`config.mk`:
```
export PLATFORM = sky130hd
export DESIGN_NAME = pwlf_seq
export DESIGN_NICKNAME = d
export VERILOG_FILES = /design/src/rtl/pwlf_pkg.sv /design/src/rtl/pwlf_seq.sv
export SDC_FILE = /design/constraint.sdc
export NUM_CORES = 1
export LEC_CHECK = 0
export BUFFER_PORTS_ARGS = -buffer_cell sky130_fd_sc_hd__buf_2
export CAP_MARGIN = 20
export CELL_PAD_IN_SITES_DETAIL_PLACEMENT = 1
export CELL_PAD_IN_SITES_GLOBAL_PLACEMENT = 1
export CORE_MARGIN = 1.5
export CORE_UTILIZATION = 45
export CTS_BUF_LIST = sky130_fd_sc_hd__clkbuf_2 sky130_fd_sc_hd__clkbuf_4 sky130_fd_sc_hd__clkbuf_8
export CTS_CLUSTER_DIAMETER = 50
export DETAILED_ROUTE_END_ITERATION = 6
export PLACE_DENSITY_LB_ADDON = 0.05
export SLEW_MARGIN = 20
export SYNTH_ARGS = -nofsm -noshare
export SYNTH_HDL_FRONTEND = slang
export SYNTH_SLANG_ARGS = --single-unit
```
`constraint.sdc`:
```
create_clock -name aclk -period 4.5 [get_ports aclk]
set_input_delay 0 -clock aclk [delete_from_list [all_inputs] [get_ports aclk]]
set_output_delay 0 -clock aclk [all_outputs]
set_load 0.005 [all_outputs]
```
`src/rtl/pwlf_pkg.sv`:
```
// ----------------------------------------------------------------------------
// pwlf_pkg
// Types and constants of the pixel write-through LCD frame buffer.
// ----------------------------------------------------------------------------
`default_nettype none

package pwlf_pkg;

    // Panel geometry
    localparam int PANEL_WIDTH = 128;
    localparam int PAGE_COUNT  = 8;
    localparam int HALF_WIDTH  = PANEL_WIDTH / 2;
    localparam int STORE_DEPTH = PAGE_COUNT * PANEL_WIDTH;
    localparam int ADDR_W      = $clog2(STORE_DEPTH);

    // Geometry as sized values for compares against the 7-bit column
    localparam logic [8:0] PANEL_WIDTH_V = 9'(PANEL_WIDTH);
    localparam logic [8:0] HALF_WIDTH_V  = 9'(HALF_WIDTH);
    localparam logic [4:0] PAGE_COUNT_V  = 5'(PAGE_COUNT);
    localparam logic [ADDR_W-1:0] LAST_ADDR = ADDR_W'(STORE_DEPTH - 1);

    // Field widths
    localparam int X_W    = 7;
    localparam int Y_W    = 6;
    localparam int PAGE_W = 3;
    localparam int BYTE_W = 8;

    // Configuration port
    localparam int CFG_IDX_W  = 1;
    localparam int CFG_DATA_W = 8;
    localparam logic [CFG_IDX_W-1:0] REG_PAGE_CMD_BASE   = 1'd0;
    localparam logic [CFG_IDX_W-1:0] REG_COLUMN_CMD_BASE = 1'd1;
    localparam logic [7:0] PAGE_CMD_BASE_RST   = 8'd184;
    localparam logic [7:0] COLUMN_CMD_BASE_RST = 8'd64;

    // Pixel operation codes
    typedef enum logic [1:0] {
        REQ_SET    = 2'd0,
        REQ_CLEAR  = 2'd1,
        REQ_TOGGLE = 2'd2
    } req_type_t;

    // Sequencer states
    typedef enum logic [2:0] {
        ST_CLEAR,
        ST_IDLE,
        ST_PAGE,
        ST_COL,
        ST_DATA
    } state_t;

    // Frame store access from the sequencer
    typedef struct packed {
        logic              rd_en;
        logic [ADDR_W-1:0] rd_addr;
        logic              wr_en;
        logic [ADDR_W-1:0] wr_addr;
        logic [BYTE_W-1:0] wr_data;
    } ram_req_t;

endpackage

`default_nettype wire

```
`src/rtl/pwlf_seq.sv`:
```
// ----------------------------------------------------------------------------
// pwlf_seq
// Request sequencer: store clear sweep, read-modify-write, three bus writes.
// ----------------------------------------------------------------------------
`default_nettype none

module pwlf_seq (
    input  wire logic                                aclk,
    input  wire logic                                aresetn,
    // pixel requests
    input  wire logic                                s_tvalid,
    output logic                                     s_tready,
    input  wire logic [15:0]                         s_tdata,   // x[6:0], y[12:7]
    input  wire logic [1:0]                          s_tuser,   // req_type[1:0]
    // bus writes
    output logic                                     m_tvalid,
    input  wire logic                                m_tready,
    output logic [7:0]                               m_tdata,   // bus_byte[7:0]
    output logic [1:0]                               m_tuser,   // chip_select, is_data
    output logic                                     m_tlast,
    // configuration
    input  wire logic                                cfg_wr_en,
    input  wire logic [pwlf_pkg::CFG_IDX_W-1:0]      cfg_index,
    input  wire logic [pwlf_pkg::CFG_DATA_W-1:0]     cfg_wdata,
    // frame store
    output pwlf_pkg::ram_req_t                       ram_req,
    input  wire logic [pwlf_pkg::BYTE_W-1:0]         ram_rdata
);

    pwlf_pkg::state_t state_reg, state_next;

    logic [7:0] pg_base_reg;
    logic [7:0] col_base_reg;

    logic [pwlf_pkg::ADDR_W-1:0] clr_cnt_reg;
    logic                        mod_pend_reg;
    logic [pwlf_pkg::ADDR_W-1:0] addr_reg;
    logic [2:0]                  bit_reg;
    pwlf_pkg::req_type_t         req_reg;
    logic                        cs_reg;
    logic [7:0]                  col_reg;
    logic [7:0]                  new_byte_reg;
    logic [7:0]                  out_byte_reg;

    // Decoded request fields
    logic [pwlf_pkg::X_W-1:0]    in_x;
    logic [pwlf_pkg::Y_W-1:0]    in_y;
    logic [pwlf_pkg::PAGE_W-1:0] in_page;
    pwlf_pkg::req_type_t         in_req;
    logic                        in_req_known;
    logic                        in_ok;
    logic                        in_take;
    logic [pwlf_pkg::ADDR_W-1:0] in_addr;
    logic                        in_cs;
    logic [7:0]                  in_col;
    logic [7:0]                  bit_mask;
    logic [7:0]                  mod_byte;

    assign in_x    = s_tdata[6:0];
    assign in_y    = s_tdata[12:7];
    assign in_page = in_y[5:3];
    assign in_req  = pwlf_pkg::req_type_t'(s_tuser);

    assign in_req_known = (in_req == pwlf_pkg::REQ_SET) || (in_req == pwlf_pkg::REQ_CLEAR)
                       || (in_req == pwlf_pkg::REQ_TOGGLE);
    assign in_ok = in_req_known && ({2'b00, in_x} < pwlf_pkg::PANEL_WIDTH_V)
                && ({2'b00, in_page} < pwlf_pkg::PAGE_COUNT_V);
    assign in_take = s_tvalid && s_tready;

    // Store index: page * width + column
    assign in_addr = pwlf_pkg::ADDR_W'(32'(in_page) * 32'(pwlf_pkg::PANEL_WIDTH)
                                       + 32'(in_x));

    // Controller half and column within it
    assign in_cs  = ({2'b00, in_x} >= pwlf_pkg::HALF_WIDTH_V);
    assign in_col = in_cs ? 8'({2'b00, in_x} - pwlf_pkg::HALF_WIDTH_V) : {1'b0, in_x};

    // Pixel update on the byte just read
    assign bit_mask = 8'd1 << bit_reg;
    always_comb begin
        case (req_reg)
            pwlf_pkg::REQ_SET:    mod_byte = ram_rdata | bit_mask;
            pwlf_pkg::REQ_CLEAR:  mod_byte = ram_rdata & ~bit_mask;
            pwlf_pkg::REQ_TOGGLE: mod_byte = ram_rdata ^ bit_mask;
            default:              mod_byte = ram_rdata;
        endcase
    end

    // Next state
    always_comb begin
        state_next = state_reg;
        case (state_reg)
            pwlf_pkg::ST_CLEAR: begin
                if (clr_cnt_reg == pwlf_pkg::LAST_ADDR) state_next = pwlf_pkg::ST_IDLE;
            end
            pwlf_pkg::ST_IDLE: begin
                if (s_tvalid && in_ok) state_next = pwlf_pkg::ST_PAGE;
            end
            pwlf_pkg::ST_PAGE: begin
                if (m_tready) state_next = pwlf_pkg::ST_COL;
            end
            pwlf_pkg::ST_COL: begin
                if (m_tready) state_next = pwlf_pkg::ST_DATA;
            end
            pwlf_pkg::ST_DATA: begin
                if (m_tready) begin
                    state_next = (s_tvalid && in_ok) ? pwlf_pkg::ST_PAGE : pwlf_pkg::ST_IDLE;
                end
            end
            default: state_next = pwlf_pkg::ST_IDLE;
        endcase
    end

    // Handshake and store port outputs
    always_comb begin
        s_tready = 1'b0;
        m_tvalid = 1'b0;
        m_tlast  = 1'b0;
        case (state_reg)
            pwlf_pkg::ST_IDLE: s_tready = 1'b1;
            pwlf_pkg::ST_PAGE: m_tvalid = 1'b1;
            pwlf_pkg::ST_COL:  m_tvalid = 1'b1;
            pwlf_pkg::ST_DATA: begin
                m_tvalid = 1'b1;
                m_tlast  = 1'b1;
                s_tready = m_tready;
            end
            default: ;
        endcase

        ram_req.rd_en   = in_take && in_ok;
        ram_req.rd_addr = in_addr;
        if (state_reg == pwlf_pkg::ST_CLEAR) begin
            ram_req.wr_en   = 1'b1;
            ram_req.wr_addr = clr_cnt_reg;
            ram_req.wr_data = '0;
        end else begin
            ram_req.wr_en   = mod_pend_reg;
            ram_req.wr_addr = addr_reg;
            ram_req.wr_data = mod_byte;
        end
    end

    assign m_tdata = out_byte_reg;
    assign m_tuser = {m_tlast, cs_reg};

    // Control state
    always_ff @(posedge aclk) begin
        if (!aresetn) begin
            state_reg    <= pwlf_pkg::ST_CLEAR;
            clr_cnt_reg  <= '0;
            mod_pend_reg <= 1'b0;
            pg_base_reg  <= pwlf_pkg::PAGE_CMD_BASE_RST;
            col_base_reg <= pwlf_pkg::COLUMN_CMD_BASE_RST;
        end else begin
            state_reg    <= state_next;
            mod_pend_reg <= in_take && in_ok;
            if (state_reg == pwlf_pkg::ST_CLEAR) begin
                clr_cnt_reg <= clr_cnt_reg + 1'b1;
            end
            if (cfg_wr_en) begin
                case (cfg_index)
                    pwlf_pkg::REG_PAGE_CMD_BASE:   pg_base_reg  <= cfg_wdata;
                    pwlf_pkg::REG_COLUMN_CMD_BASE: col_base_reg <= cfg_wdata;
                    default: ;
                endcase
            end
        end
    end

    // Request payload and output byte
    always_ff @(posedge aclk) begin
        if (in_take && in_ok) begin
            addr_reg     <= in_addr;
            bit_reg      <= in_y[2:0];
            req_reg      <= in_req;
            cs_reg       <= in_cs;
            col_reg      <= in_col;
            out_byte_reg <= pg_base_reg | {5'b00000, in_page};
        end else if (state_reg == pwlf_pkg::ST_PAGE && m_tready) begin
            out_byte_reg <= col_base_reg | col_reg;
        end else if (state_reg == pwlf_pkg::ST_COL && m_tready) begin
            out_byte_reg <= new_byte_reg;
        end
        if (mod_pend_reg) begin
            new_byte_reg <= mod_byte;
        end
    end

endmodule

`default_nettype wire

```
==> summary.md <==
| Metric | Value |
|---|---|
| Synth cell count leaders | `nand2_1, edfxtp_1, dfxtp_1` |
| Register bit count reported by yosys | `64` |
| CP delay by family, top | `compound AO/OA/AOI/OAI gates` |
| Die area | `between 7000 and 8000 sq um` |
| Initial antenna violation count | `0` |
| DRC Markers | `0` |
| Routed length per placed instance | `15.4 um` |
| CTS tree | `yes` |
| HP Class | `input port to register` |
| Fin crit share | `between 50% and 60%` |
| CP endpoint kind | `register` |
| Post_cts resized | `0` |
| Fillers | `820` |
| I/O Pins | `83` |
| Share of cells above drive strength 1 | `roughly 26%` |
| Logic gate share of total power | `about 7.3%` |
| Worst Tran Pin Value | `around 0.83 ns` |
| Multi-input logic area | `about 1500 sq um` |
| DR iter-0 viols | `84` |
| Tmin final | `~2.4 ns` |
| Cells along the critical path | `nand2b_1 -> a211oi_4 -> buf_4 -> a21o_1` |
| Routed wl met2 | `between 4 and 5 mm` |
| Clk sink count | `64` |
| Asr flop ratio synth | `0%` |
| Hold path start | `cfg_wr_en` |
| TNS Setup | `0 ns` |
| Max Root-Sink Buffers | `2` |
| Routed vias | `between 2000 and 3000` |
| P&R area growth vs syn | `24.6%` |
| Worst Skew | `around 0.012 ns` |
| DRT met1 WL | `around 3.7 mm` |
| Die height | `slightly below 90 um` |
| H-tree depth | `3` |
| Final instance area | `4190 sq um` |
| Post-route ant nets | `0` |
| Clk_lat worst skew | `between 0.3 and 0.4 ns` |
| Register area | `1620 sq um` |
| DP Wirelength | `about 5.7 mm` |
| Count leader, synth | `nand2_1` |
| VDD IR-drop max | `roughly 160 uV` |
| Status | `completed` |
| Max layer used | `met4` |
| Post-synth EDFFs | `34` |
| Reg2reg start | `state_reg[0]` |
| Syn_area_per_cell | `between 9 and 10 sq um` |
| Yosys warning total | `0` |
| Worst-path clk slew | `approximately 0.08 ns` |
| Req. time, crit path | `around 4.5 ns` |
| Worst slew margin | `roughly 45%` |
| Drt total wl | `between 8 and 9 mm` |
| Min-Delay Endpoint | `col_base_reg[7]` |
| Max Transition Viols Final | `0` |
| First-pass GRT wire length | `12.5 mm` |
| Synth top area share | `30.4%` |
| Area contributors post-synth | `edfxtp_1, dfxtp_1, nand2_1` |
| Largest net degree at the start of global routing | `32` |
| Max Cap Viol | `0` |
| Seq/Total Area, Yosys | `between 40% and 50%` |
| First-pass iteration count of the detailed router | `4` |
| Initial Utilization | `a little under half` |
| P_leak | `roughly 0.0018 uW` |
| Final Util | `between 50 and 60%` |
| Worst path bufs/invs | `1` |
| Switch share | `~22%` |
| P per Cell Area | `about 300 nW/um^2` |
| Crit path kind | `register to register` |
| RSZ-0062 raised after global routing | `no` |
| Max Fanout on Critical Path | `29` |
| Vias per cell | `slightly above 5` |
| Crit-path slowest cell | `dfxtp_1` |
| NumNets Final | `481` |
| Slack of the critical path | `about 2.1 ns` |
| Clock share of power | `43.6%` |
| DR WL met3 | `about 300 um` |
| Sw power | `between 200 and 300 uW` |
| Final GP Congestion | `~0.78` |
| # diodes | `0` |
| GRT Overall Usage | `between 20% and 30%` |
| Sequential share of power | `49.1%` |
| Top FF cell, synth | `edfxtp_1` |
| Row count | `31` |
| Hold depth | `3` |
| Placeable Area | `7250 sq um` |
| Pint | `1010 uW` |
| Post-Synthesis Cell Area | `~3400 sq um` |
| Final Setup Violations | `0` |
| Critical path arrival | `2.41 ns` |
| Root Buffer | `clkbuf_8` |
| Number of global-route vias before repair | `roughly 2600` |
| Clock buffer count from CTS | `9` |
| Grt ovf | `0` |
| CP Launch Type | `register` |
| Worst R2R Path Depth | `4` |
| Total power draw | `1280 uW` |
| Post-synth top area cell | `edfxtp_1` |
| Post-synth cell types | `40` |
| I/O Buffers | `just under 80` |
| Placement Setup Slack | `between 2 and 2.5 ns` |
| Reg-to-Reg End | `m_tdata[1]` |
| Slowest stage delay, CP | `0.53 ns` |
| Post-synthesis cell count | `about 340` |
| Fmax | `between 400 and 500 MHz` |
| Die X-Extent | `89.4 um` |
| Fin. Hold Viols | `0` |
| R2R Setup Slk | `roughly 2.1 ns` |
| Post-DP Area | `~3700 sq um` |
-- final cells by class --
cell class,count,share of cell area [%]
clock inverter,5,1.85
sequential,64,38.7
clock buffer,11,3.47
timing repair buffer,104,15.3
inverter,17,1.52
tap,99,2.96
multi-input combinational,228,36.2
-- worst max path at each step --
stage                  from          to  slack [ns]  depth (start not counted)
4_1_cts        state_reg[0]  m_tdata[1]        2.05                          4
2_1_floorplan  state_reg[0]  m_tdata[0]        2.44                          5
5_1_grt        state_reg[0]  m_tdata[1]        1.90                          4
3_3_place_gp   state_reg[0]  m_tdata[7]        2.08                          4
6_report       state_reg[0]  m_tdata[1]        2.08                          4
3_5_place_dp   state_reg[0]  m_tdata[7]        2.08                          4
-- stage by stage --
stage | hold WS, ns | std cells
global route | 0.0320 | 528
floorplan | 0.0808 | 339
global placement | 0.176 | 489
CTS | 0.0179 | 528
detailed placement | 0.178 | 489
finish | 0.0240 | 528
-- metal layers --
layer  global-route usage [%]  vias to the layer above
met5                        0                        -
met4                     5.73                        0
met3                     5.54                        7
met2                     36.8                       66
met1                     26.3                     1291
li1                         -                     1323
-- cells by family after synthesis --
group / Yosys count / synth area share (%)
other cells: 1 / 0.112
flops: 64 / 48.3
xor+xnor: 9 / 2.35
mux: 8 / 5.36
buf+inv: 47 / 6.78
simple gates: 155 / 22.6
fa+ha+maj: 17 / 6.33
compound gates: 37 / 8.23
-- power groups by stage --
stage,clock (uW),sequential (uW),combinational (uW)
after floorplan,0,641,47.5
after global placement,0,643,73.5
after detailed placement,0,643,78.2
after CTS,570,630,94.5
after global routing,595,631,106
final,559,630,93.2
-- tightest hold or removal path: stages --
cell      delay (ns)
buf_2           0.17
nand3_1         0.09
a21boi_0        0.06
-- what timing repair did --
item	in CTS	in global routing
hold endpoints to repair	33	0
hold buffers	23	0
setup buffers	0	0
setup endpoints to repair	0	0
-- placed cells by master (no fill, tap or decap), types with 2 or more instances in the layout --
cell / instances
mux4_2: 8
edfxtp_1: 34
buf_4: 2
bufinv_16: 2
nand2_1: 68
dlygate4sd3_1: 23
nor4_1: 2
o31ai_1: 8
o21ai_0: 4
buf_2: 79
inv_1: 17
nand4_1: 3
inv_4: 2
dfxtp_1: 30
xnor2_1: 6
a21boi_0: 14
xor2_1: 3
conb_1: 2
clkbuf_8: 10
or3b_2: 2
and2_1: 19
ha_1: 17
a21oi_1: 4
nand3b_1: 5
nand3_1: 19
or3_1: 2
nor2_1: 12
and4_1: 2
nand2b_1: 5
nor3_1: 10
(Power assumes the default switching activity.)
